===== src/rtl/spa_pkg.sv =====
`timescale 1ns / 1ps
// ----------------------------------------------------------------------------
// Sparse polynomial adder package
// Shared field widths, request codes and the command and status bundles that
// pass between the controller and the datapath.
// ----------------------------------------------------------------------------
package spa_pkg;

	// Field widths of the input and result beats.
	localparam int COEF_W = 16;
	localparam int EXP_W  = 16;
	localparam int SUM_W  = 17;
	localparam int REQ_W  = 2;

	// Request codes carried on req_type.
	localparam logic [REQ_W-1:0] REQ_LOAD_A = 2'd0;
	localparam logic [REQ_W-1:0] REQ_LOAD_B = 2'd1;
	localparam logic [REQ_W-1:0] REQ_START  = 2'd2;

	// One stored term: exponent in the upper half, coefficient in the lower.
	typedef struct packed {
		logic [EXP_W-1:0]         exp;
		logic signed [COEF_W-1:0] coef;
	} term_t;

	// Commands from the controller to the datapath.
	typedef struct packed {
		logic load_a;
		logic load_b;
		logic step;
		logic clear;
	} spa_cmd_t;

	// Status from the datapath to the controller.
	typedef struct packed {
		logic slot_free;
		logic last;
	} spa_sts_t;

endpackage


===== src/rtl/spa_ctrl.sv =====
`timescale 1ns / 1ps
// ----------------------------------------------------------------------------
// Sparse polynomial adder controller
// Decodes input requests into load commands and sequences the merge, one
// result beat per step while the output register can take it.
// ----------------------------------------------------------------------------
module spa_ctrl (
	input  logic                       clk,
	input  logic                       arst_n,
	input  logic                       in_valid,
	output logic                       in_stall,
	input  logic [spa_pkg::REQ_W-1:0]  req_type,
	input  spa_pkg::spa_sts_t          sts,
	output spa_pkg::spa_cmd_t          cmd
);
	import spa_pkg::*;

	typedef enum logic {
		ST_IDLE,
		ST_MERGE
	} state_t;

	state_t state_q;
	logic   in_take;

	// Input beats are taken only while no merge is running.
	assign in_stall = (state_q == ST_MERGE);
	assign in_take  = in_valid && (state_q == ST_IDLE);

	// Command decode.
	always_comb begin
		cmd.load_a = in_take && (req_type == REQ_LOAD_A);
		cmd.load_b = in_take && (req_type == REQ_LOAD_B);
		cmd.step   = (state_q == ST_MERGE) && sts.slot_free;
		cmd.clear  = cmd.step && sts.last;
	end

	// State register.
	always_ff @(posedge clk or negedge arst_n) begin
		if (!arst_n) begin
			state_q <= ST_IDLE;
		end else begin
			unique case (state_q)
				ST_IDLE: begin
					if (in_take && (req_type == REQ_START)) begin
						state_q <= ST_MERGE;
					end
				end
				ST_MERGE: begin
					if (cmd.clear) begin
						state_q <= ST_IDLE;
					end
				end
				default: begin
					state_q <= ST_IDLE;
				end
			endcase
		end
	end

endmodule


===== src/rtl/spa_dpath.sv =====
`timescale 1ns / 1ps
// ----------------------------------------------------------------------------
// Sparse polynomial adder datapath
// Holds the two term stores with their fill counts, the merge read pointers,
// the head compare and add, and the output register.
// ----------------------------------------------------------------------------
module spa_dpath #(
	parameter int MAX_TERMS = 32
) (
	input  logic                              clk,
	input  logic                              arst_n,
	input  spa_pkg::spa_cmd_t                 cmd,
	output spa_pkg::spa_sts_t                 sts,
	input  logic signed [spa_pkg::COEF_W-1:0] coefficient,
	input  logic [spa_pkg::EXP_W-1:0]         exponent,
	output logic                              out_valid,
	input  logic                              out_stall,
	output logic signed [spa_pkg::SUM_W-1:0]  sum_coefficient,
	output logic [spa_pkg::EXP_W-1:0]         sum_exponent,
	output logic                              is_empty,
	output logic                              terms_dropped,
	output logic                              last_term
);
	import spa_pkg::*;

	localparam int IDX_W = (MAX_TERMS > 1) ? $clog2(MAX_TERMS) : 1;
	localparam int CNT_W = $clog2(MAX_TERMS + 1);
	localparam logic [CNT_W-1:0] CNT_MAX = CNT_W'(MAX_TERMS);
	localparam logic [CNT_W-1:0] CNT_ONE = CNT_W'(1);

	term_t mem_a [MAX_TERMS];
	term_t mem_b [MAX_TERMS];
	term_t rd_a_q, rd_b_q;
	term_t term_in;

	logic [CNT_W-1:0] count_a_q, count_b_q;
	logic [CNT_W-1:0] ia_q, ib_q, ia_d, ib_d;
	logic [IDX_W-1:0] addr_a, addr_b;
	logic             overflow_q;
	logic             full_a, full_b;
	logic             a_live, b_live, both_empty;
	logic             adv_a, adv_b;
	logic signed [SUM_W-1:0] coef_a_ext, coef_b_ext, res_coef;
	logic [EXP_W-1:0] res_exp;
	logic             out_valid_q;

	assign term_in = '{exp: exponent, coef: coefficient};
	assign full_a  = (count_a_q >= CNT_MAX);
	assign full_b  = (count_b_q >= CNT_MAX);

	// Fill counts and the sticky drop flag.
	always_ff @(posedge clk or negedge arst_n) begin
		if (!arst_n) begin
			count_a_q  <= '0;
			count_b_q  <= '0;
			overflow_q <= 1'b0;
		end else if (cmd.clear) begin
			count_a_q  <= '0;
			count_b_q  <= '0;
			overflow_q <= 1'b0;
		end else begin
			if (cmd.load_a) begin
				if (full_a) begin
					overflow_q <= 1'b1;
				end else begin
					count_a_q <= count_a_q + CNT_ONE;
				end
			end
			if (cmd.load_b) begin
				if (full_b) begin
					overflow_q <= 1'b1;
				end else begin
					count_b_q <= count_b_q + CNT_ONE;
				end
			end
		end
	end

	// Next read pointers; the stores are read at the pointer they move to.
	always_comb begin
		if (cmd.clear) begin
			ia_d = '0;
			ib_d = '0;
		end else begin
			ia_d = (cmd.step && adv_a) ? ia_q + CNT_ONE : ia_q;
			ib_d = (cmd.step && adv_b) ? ib_q + CNT_ONE : ib_q;
		end
		addr_a = (ia_d < CNT_MAX) ? ia_d[IDX_W-1:0] : '0;
		addr_b = (ib_d < CNT_MAX) ? ib_d[IDX_W-1:0] : '0;
	end

	always_ff @(posedge clk or negedge arst_n) begin
		if (!arst_n) begin
			ia_q <= '0;
			ib_q <= '0;
		end else begin
			ia_q <= ia_d;
			ib_q <= ib_d;
		end
	end

	// Term stores: one write port for loads, one registered read port each.
	always_ff @(posedge clk) begin
		if (cmd.load_a && !full_a) begin
			mem_a[count_a_q[IDX_W-1:0]] <= term_in;
		end
		rd_a_q <= mem_a[addr_a];
	end

	always_ff @(posedge clk) begin
		if (cmd.load_b && !full_b) begin
			mem_b[count_b_q[IDX_W-1:0]] <= term_in;
		end
		rd_b_q <= mem_b[addr_b];
	end

	// Head compare: pick the larger exponent, add on a tie.
	assign a_live     = (ia_q < count_a_q);
	assign b_live     = (ib_q < count_b_q);
	assign both_empty = (count_a_q == '0) && (count_b_q == '0);
	assign coef_a_ext = SUM_W'(rd_a_q.coef);
	assign coef_b_ext = SUM_W'(rd_b_q.coef);

	always_comb begin
		priority if (a_live && b_live) begin
			if (rd_a_q.exp > rd_b_q.exp) begin
				adv_a    = 1'b1;
				adv_b    = 1'b0;
				res_coef = coef_a_ext;
				res_exp  = rd_a_q.exp;
			end else if (rd_a_q.exp < rd_b_q.exp) begin
				adv_a    = 1'b0;
				adv_b    = 1'b1;
				res_coef = coef_b_ext;
				res_exp  = rd_b_q.exp;
			end else begin
				adv_a    = 1'b1;
				adv_b    = 1'b1;
				res_coef = coef_a_ext + coef_b_ext;
				res_exp  = rd_a_q.exp;
			end
		end else if (a_live) begin
			adv_a    = 1'b1;
			adv_b    = 1'b0;
			res_coef = coef_a_ext;
			res_exp  = rd_a_q.exp;
		end else if (b_live) begin
			adv_a    = 1'b0;
			adv_b    = 1'b1;
			res_coef = coef_b_ext;
			res_exp  = rd_b_q.exp;
		end else begin
			adv_a    = 1'b0;
			adv_b    = 1'b0;
			res_coef = '0;
			res_exp  = '0;
		end
	end

	// Status back to the controller.
	always_comb begin
		sts.slot_free = !out_valid_q || !out_stall;
		sts.last      = both_empty ||
			((ia_q + CNT_W'(adv_a) >= count_a_q) && (ib_q + CNT_W'(adv_b) >= count_b_q));
	end

	// Output register: loaded on each step, emptied when the beat is taken.
	always_ff @(posedge clk or negedge arst_n) begin
		if (!arst_n) begin
			out_valid_q <= 1'b0;
		end else if (cmd.step) begin
			out_valid_q <= 1'b1;
		end else if (!out_stall) begin
			out_valid_q <= 1'b0;
		end
	end

	always_ff @(posedge clk) begin
		if (cmd.step) begin
			sum_coefficient <= res_coef;
			sum_exponent    <= res_exp;
			is_empty        <= both_empty;
			terms_dropped   <= overflow_q;
			last_term       <= sts.last;
		end
	end

	assign out_valid = out_valid_q;

`ifndef SYNTH
	// Fill counts never pass the store depth.
	a_count_bound: assert property (@(posedge clk) disable iff (!arst_n)
		(count_a_q <= CNT_MAX) && (count_b_q <= CNT_MAX))
		else $error("term store count exceeds depth");

	// Read pointers never run past the fill counts during a merge.
	a_ptr_bound: assert property (@(posedge clk) disable iff (!arst_n)
		cmd.step |-> (ia_q <= count_a_q) && (ib_q <= count_b_q))
		else $error("merge pointer past fill count");

	// A non-empty step always has a head to emit.
	a_step_head: assert property (@(posedge clk) disable iff (!arst_n)
		(cmd.step && !both_empty) |-> (a_live || b_live))
		else $error("merge step with both stores exhausted");

	// The end of a merge empties both stores and the drop flag.
	a_clear_done: assert property (@(posedge clk) disable iff (!arst_n)
		cmd.clear |=> (count_a_q == '0) && (count_b_q == '0) && !overflow_q
			&& (ia_q == '0) && (ib_q == '0))
		else $error("stores not cleared after merge");
`endif

endmodule


===== src/rtl/sparse_polynomial_add.sv =====
`timescale 1ns / 1ps
// ----------------------------------------------------------------------------
// Sparse polynomial adder
// Loads two term lists and merges them into their sum, highest exponent first.
// ----------------------------------------------------------------------------
// Usage:
//   The input channel carries one request per beat: req_type selects a load
//   into store A, a load into store B, or a start of the merge. Code 3 is
//   taken and ignored. Loads are taken one per cycle; a load into a full store
//   is dropped and sets the drop flag reported on every result beat. A start
//   is followed by the merge: the first result beat shows on out_valid once a
//   merge step loads the output register, then one beat per cycle while the
//   receiver does not stall. A merge of na and nb terms gives between
//   max(na, nb) and na + nb beats (one beat marked is_empty if both stores are
//   empty); the merge walks the two store read ports, taking the larger head
//   or both on a tie. in_stall stays high for the whole merge and drops in the
//   cycle after the beat marked last_term is produced; the stores and the drop
//   flag are then cleared. A stall on the output holds the beat in the output
//   register and pauses the merge. Reset empties both stores, clears the drop
//   flag and drops out_valid; the store contents themselves are not cleared.
// ----------------------------------------------------------------------------
module sparse_polynomial_add #(
	parameter int MAX_TERMS = 32
) (
	input  logic                              clk,
	input  logic                              arst_n,
	input  logic                              in_valid,
	output logic                              in_stall,
	input  logic [spa_pkg::REQ_W-1:0]         req_type,
	input  logic signed [spa_pkg::COEF_W-1:0] coefficient,
	input  logic [spa_pkg::EXP_W-1:0]         exponent,
	output logic                              out_valid,
	input  logic                              out_stall,
	output logic signed [spa_pkg::SUM_W-1:0]  sum_coefficient,
	output logic [spa_pkg::EXP_W-1:0]         sum_exponent,
	output logic                              is_empty,
	output logic                              terms_dropped,
	output logic                              last_term
);
	import spa_pkg::*;

	spa_cmd_t cmd;
	spa_sts_t sts;

	// Request decode and merge sequencing.
	spa_ctrl u_ctrl (
		.clk      (clk),
		.arst_n   (arst_n),
		.in_valid (in_valid),
		.in_stall (in_stall),
		.req_type (req_type),
		.sts      (sts),
		.cmd      (cmd)
	);

	// Term stores, merge compare and output register.
	spa_dpath #(
		.MAX_TERMS (MAX_TERMS)
	) u_dpath (
		.clk             (clk),
		.arst_n          (arst_n),
		.cmd             (cmd),
		.sts             (sts),
		.coefficient     (coefficient),
		.exponent        (exponent),
		.out_valid       (out_valid),
		.out_stall       (out_stall),
		.sum_coefficient (sum_coefficient),
		.sum_exponent    (sum_exponent),
		.is_empty        (is_empty),
		.terms_dropped   (terms_dropped),
		.last_term       (last_term)
	);

endmodule


===== config.mk =====
export PLATFORM = sky130hd
export DESIGN_NAME = sparse_polynomial_add
export DESIGN_NICKNAME = d
export VERILOG_FILES = /design/src/rtl/spa_pkg.sv /design/src/rtl/spa_ctrl.sv /design/src/rtl/spa_dpath.sv /design/src/rtl/sparse_polynomial_add.sv
export SDC_FILE = /design/constraint.sdc
export NUM_CORES = 2
export LEC_CHECK = 0
export BUFFER_PORTS_ARGS = -buffer_cell sky130_fd_sc_hd__buf_2
export CAP_MARGIN = 40
export CORE_MARGIN = 5
export CORE_UTILIZATION = 50
export DETAILED_ROUTE_END_ITERATION = 12
export PLACE_DENSITY = 0.65
export SYNTH_ARGS = -nofsm -noshare
export SYNTH_HDL_FRONTEND = slang
export SYNTH_HIERARCHICAL = 1
export SYNTH_SLANG_ARGS = --single-unit

===== constraint.sdc =====
create_clock -name clk -period 17.5 [get_ports clk]
set_clock_uncertainty 0.1 [all_clocks]
set_input_delay 3.5 -clock clk [delete_from_list [all_inputs] [get_ports clk]]
set_output_delay 3.5 -clock clk [all_outputs]
set_load 0.005 [all_outputs]

# Word level (Yosys, flattened, before mapping)
# Memory sizes are Yosys's and may differ from the RTL's. A register that Yosys moved wholly into a read port is not among the register bits.
# Cells that the tools add are included.
dict set report totals {
  inputBits 38
  out_inout_bits 38
  ff_bits 63
  ram_bits 2048
  word_cells 107
  n_memories 2
}
# memory depth width rd rd_ports_with_merged_regs wr line
set memory_table {}
lappend memory_table {u_dpath.mem_a 32 32 1 1 1 spa_dpath.sv:31} ;# term_t mem_a [MAX_TERMS];
lappend memory_table {u_dpath.mem_b 32 32 1 1 1 spa_dpath.sv:32} ;# term_t mem_b [MAX_TERMS];
dict set report classes {
  n_reduce_logical 26
  eq_ne 5
  muxes 44
  n_addsub 7
  bitwise 1
  order_cmp 10
}
# operator n
set ops {}
lappend ops {{17-bit 2-to-1 mux} 5}
lappend ops {{16-bit 2-to-1 mux} 5}
lappend ops {{6-bit 2-to-1 mux} 10}
lappend ops {{6-bit by 1-bit adder with 6-bit output, second input constant} 4}
lappend ops {{1-bit 2-to-1 mux} 21}
lappend ops {{16-bit by 16-bit adder with 17-bit output} 1}
lappend ops {{16-bit greater-than comparator} 1}
lappend ops {{16-bit less-than comparator} 1}
lappend ops {{1-bit logical AND} 13}
lappend ops {{6-bit by 1-bit adder with 6-bit output} 2}
lappend ops {{6-bit >= comparator} 2}
lappend ops {{6-bit >= comparator, second input constant} 2}
lappend ops {{6-bit zero test} 2}
lappend ops {{6-bit less-than comparator} 2}
lappend ops {{6-bit less-than comparator, second input constant} 2}
lappend ops {{5-bit 2-to-1 mux} 2}
lappend ops {{1-bit zero test} 4}
lappend ops {{2-bit inequality test, second input constant} 2}
lappend ops {{2-bit AND reduction} 2}
lappend ops {{2-bit nonzero test} 2}
lappend ops {{2-bit by 1-bit equality test with 1-bit output, second input constant} 1}
lappend ops {{2-bit equality test, second input constant} 1}
lappend ops {{2-bit zero test} 1}
lappend ops {{1-bit logical OR} 2}
lappend ops {{other kinds (3)} 3}

# Depth between registers and ports, before layout
dict set report logic_depth {
  ltp_word 12
  depth_mapped 33
  mapped_depth_nobuf 29
}

# Cells and area by module
# The synthesis kept the hierarchy.
# mod cells_each n_inst seq_area_each_um2 area_each_um2
set by_module_without_submodules {}
lappend by_module_without_submodules {spa_dpath 5684 1 64511.9 87011.0}
lappend by_module_without_submodules {spa_ctrl 9 1 25.0 78.8}

# Worst setup path before layout
# OpenSTA, ideal clock, no wires.
dict set report synth_path {
  path_kind {input to register}
  start {input out_stall}
  end {register u_dpath/coef_a_ext[10] (netlist name)}
  setup_ns 0.120
  arrival_time_ns 6.840
  required_ns 17.280
  cell_stages 14
  setup_slack_ns 10.440
  path_buffers 3
  cell_sequence {nand2_1 > and2_2 > buf_2 > nand2_1 > a21oi_2 > mux2i_2 > inv_2 > nand2b_1 > buf_2 > buf_2 > mux4_2 > a222oi_1 > nor2_1 > a211o_1}
}
# element line
set synth_rtl {}
lappend synth_rtl {{from (decl)} sparse_polynomial_add.sv:33} ;# input logic out_stall,

==> flow_summary_export.csv <==
group,metric,value,unit
finish,nets,5873,
global_routing,grt_max_degree,167,
worst_hold_path,hold_class,"reg2reg",
worst_setup_path,critPathLaunch,"u_dpath/count_a_q[2]",
yosys,ys.warnings.count,6,
yosys,ys_ff_latch,2175,
detailed_routing,ant_nets,0,
placed_design,hpwl,137,mm
timing,fmax,0.102,GHz
worst_setup_path,slowest_delay,0.80,ns
yosys,synth.area.top_cells,"edfxtp_1 72%, nand2_1 2.8%, mux2i_1 2.6%",
power,vdd_drop_max,0.220,mV
clock_tree,tritoncts,"built",
clock_tree,clock_latency,0.86,ns
worst_setup_path,cp.arrival,10.45,ns
floorplan,die_w,427,µm
floorplan,start_util,50.2,%
yosys,ys_seq_area_share,74.1,%
power,p_leak,33.2,nW
yosys,syn_area_per_cell,15.3,µm²
clock_tree,clock_sink_count,2175,
timing,rsz0062_at_grt,"false",
clock_tree,htreeDepth,4,
finish,layout_commonest_cell,"edfxtp_1",
yosys,synth_edf_count,2084,
worst_setup_path,critPathCaptureType,"flip-flop",
finish,fin_cells,8285,
timing,setup_viol,0,
detailed_routing,post-route-drc-count,0,
timing,hold_viol_final,0,
finish,layout-drive-gt1-share,13.5,%
detailed_routing,vias_per_cell,6.43,
global_routing,grt_usage,27.3,%
power,powerDensity,150,nW/µm²
detailed_routing,vias,53300,
yosys,syn_inst,5693,
yosys,yosysTopAreaCellShare,71.9,%
yosys,mappedNetlistNets,5800,
yosys,synth_top_area_cell,"edfxtp_1",
timing,period_minus_slack,9.83,ns
worst_setup_path,r2r_start,"u_dpath/count_a_q[2]",
job,max-cap-violations,0,
worst_setup_path,cp_slowest_cell,"buf_4",
clock_tree,cts_resized,0,
floorplan,design.die.area,183000,µm²
yosys,syn_area,87100,µm²
floorplan,core-area,174000,µm²
clock_tree,hold_buffers,0,
floorplan,ioPinCount,76,
finish,final_cell_mix,"2084 x edfxtp_1, 644 x nand2_1, 229 x mux2i_1",
floorplan,fp-row-count,153,
timing,worst-slew-pin-transition,1.17,ns
timing,slew-limit-headroom,22.2,%
detailed_routing,avgRoutedWirePerCell,30.5,µm
finish,fillers,13300,
placed_design,place.gp.congestion,0.893,
worst_setup_path,path_max_fanout,66,
clock_tree,post-cts-setup-buffers,0,
floorplan,die_h,427,µm
detailed_routing,totalWireLength,253,mm
clock_tree,cts_buffers,213,
placed_design,port_buffers,75,
timing,fin_crit_sh,56.2,%
placed_design,placed_cells,7876,
worst_setup_path,start_kind,"flip-flop",
global_routing,grt_pass1_wl,362,mm
clock_tree,clkTransAtPathRegs,0.06,ns
outcome,status,"complete, no violations",
global_routing,grt_overflow,0,
detailed_routing,drt_first_pass_iters,8,
finish,areaGrowthSynthToFinish,12.9,%
timing,maxSlewViolCount,0,
global_routing,antenna_found_initial,11,
clock_tree,cts_max_path_buffers,3,
worst_setup_path,worstSetupPathType,"reg2reg",
worst_hold_path,min_from,"u_dpath/overflow_q",
worst_setup_path,required,18.12,ns
timing,setup_tns,0,ns
worst_setup_path,crit_top_cell,"buf_4",
yosys,synth-main-ff-cell,"edfxtp_1",
yosys,synth_cell_types,87,
detailed_routing,drt_iter0_drc,7173,
clock_tree,cts_root_buf,"clkbuf_16",
global_routing,first_global_vias,51600,
yosys,synthArstFlopShare,1.24,%
==> registers in the layout (all words and copies together), names as in the netlist, 6 cells and up <==
register / cells
u_dpath/ib_q: 6
u_dpath/count_a_q: 6
u_dpath/mem_b: 1024
u_dpath/rd_a_q: 16
u_dpath/ia_q: 6
u_dpath/sum_exponent: 16
u_dpath/coef_b_ext: 16
u_dpath/mem_a: 1024
u_dpath/sum_coefficient: 17
u_dpath/coef_a_ext: 16
u_dpath/rd_b_q: 16
u_dpath/count_b_q: 6
==> final timing paths <==
kind | end | slack, ns | cells after the start
min | u_dpath/terms_dropped | 0.41 | 0
max | u_dpath/rd_a_q[21] | 7.67 | 31
min reg2reg | u_dpath/terms_dropped | 0.41 | 0
max in group asynchronous | u_dpath/ia_q[5] | 14.07 | 1
max reg2reg | u_dpath/rd_a_q[21] | 7.67 | 31
min in group asynchronous | u_ctrl/in_stall | 2.63 | 1
==> metrics by stage <==
step	cell area (µm²)	util [%]	setup WS [ns]	total power [mW]	hold WS, ns
final	98400	56.7	7.67	14.8	0.408
after global routing	98300	56.6	7.10	15.3	0.407
after CTS	98300	56.6	7.70	14.8	0.406
after detailed placement	91200	52.5	7.73	10.2	0.388
after global placement	90700	52.2	6.83	10.1	0.407
after floorplan	87100	-	10.44	8.73	0.325
==> cells in the mapped netlist (all sizes together), types with 31 or more instances <==
cell type and n:
edfxtp 2084, nand2 647, clkbuf 304, mux2i 230, nor2 184, o22ai 167
a211o 160, and3 154, nor3 148, a211oi 137, nor3b 131, a21oi 122
nand3 112, buf 107, o21ai 85, a311oi 75, ha 68, dfxtp 64
o221ai 63, a31oi 55, o221a 54, o211ai 43, inv 42, a222oi 32
a31o 32, mux4 32, o32ai 32, a221oi 31
==> cells by family (layout without fill, tap and decap cells) <==
group | count (synthesis) | in the layout | synth area share, %
DFF | 2175 | 2175 | 74.1
muxes | 262 | 262 | 3.48
xor gates and xnor gates | 26 | 26 | 0.261
AOI/OAI and AO/OA | 1209 | 1209 | 10.6
adders and majority gates | 69 | 69 | 1.00
buffers and inverters | 455 | 711 | 2.12
and+or+nand+nor | 1497 | 1497 | 8.43
other | 0 | 11 | 0
==> final cells by class <==
type | instances | area, µm² | share of cell area (%)
Inverter | 44 | 173 | 0.176
Antenna cell | 11 | 27.5 | 0.0280
Timing Repair Buffer | 269 | 2190 | 2.22
Multi-Input combinational cell | 3063 | 21400 | 21.8
Clock buffer | 270 | 5680 | 5.77
Sequential cell | 2175 | 64500 | 65.6
Clock inverter | 128 | 1430 | 1.46
Tap cell | 2325 | 2910 | 2.96
==> critical path, delay by kind of cell, from the launching register on <==
kind / cells / cell delay [ns]
muxes: 2 / 0.77
DFF: 1 / 0.48
buffers and inverters: 7 / 3.11
AOI/OAI and AO/OA: 10 / 2.20
and+or+nand+nor: 8 / 1.63
adders and majority gates: 4 / 1.18
==> report_power, final <==
group          internal [mW]  switching, mW  total [mW]
Sequential              5.82          0.117        5.94
Combinational           1.47           2.78        4.24
Clock                   2.63           1.97        4.60
==> per-layer routing <==
metal	global-route usage [%]	wire length (µm)
met1	36.2	96200
met2	43.8	119000
met4	13.6	14500
met3	4.79	22400
met5	0	13
(Power assumes the default switching activity.)
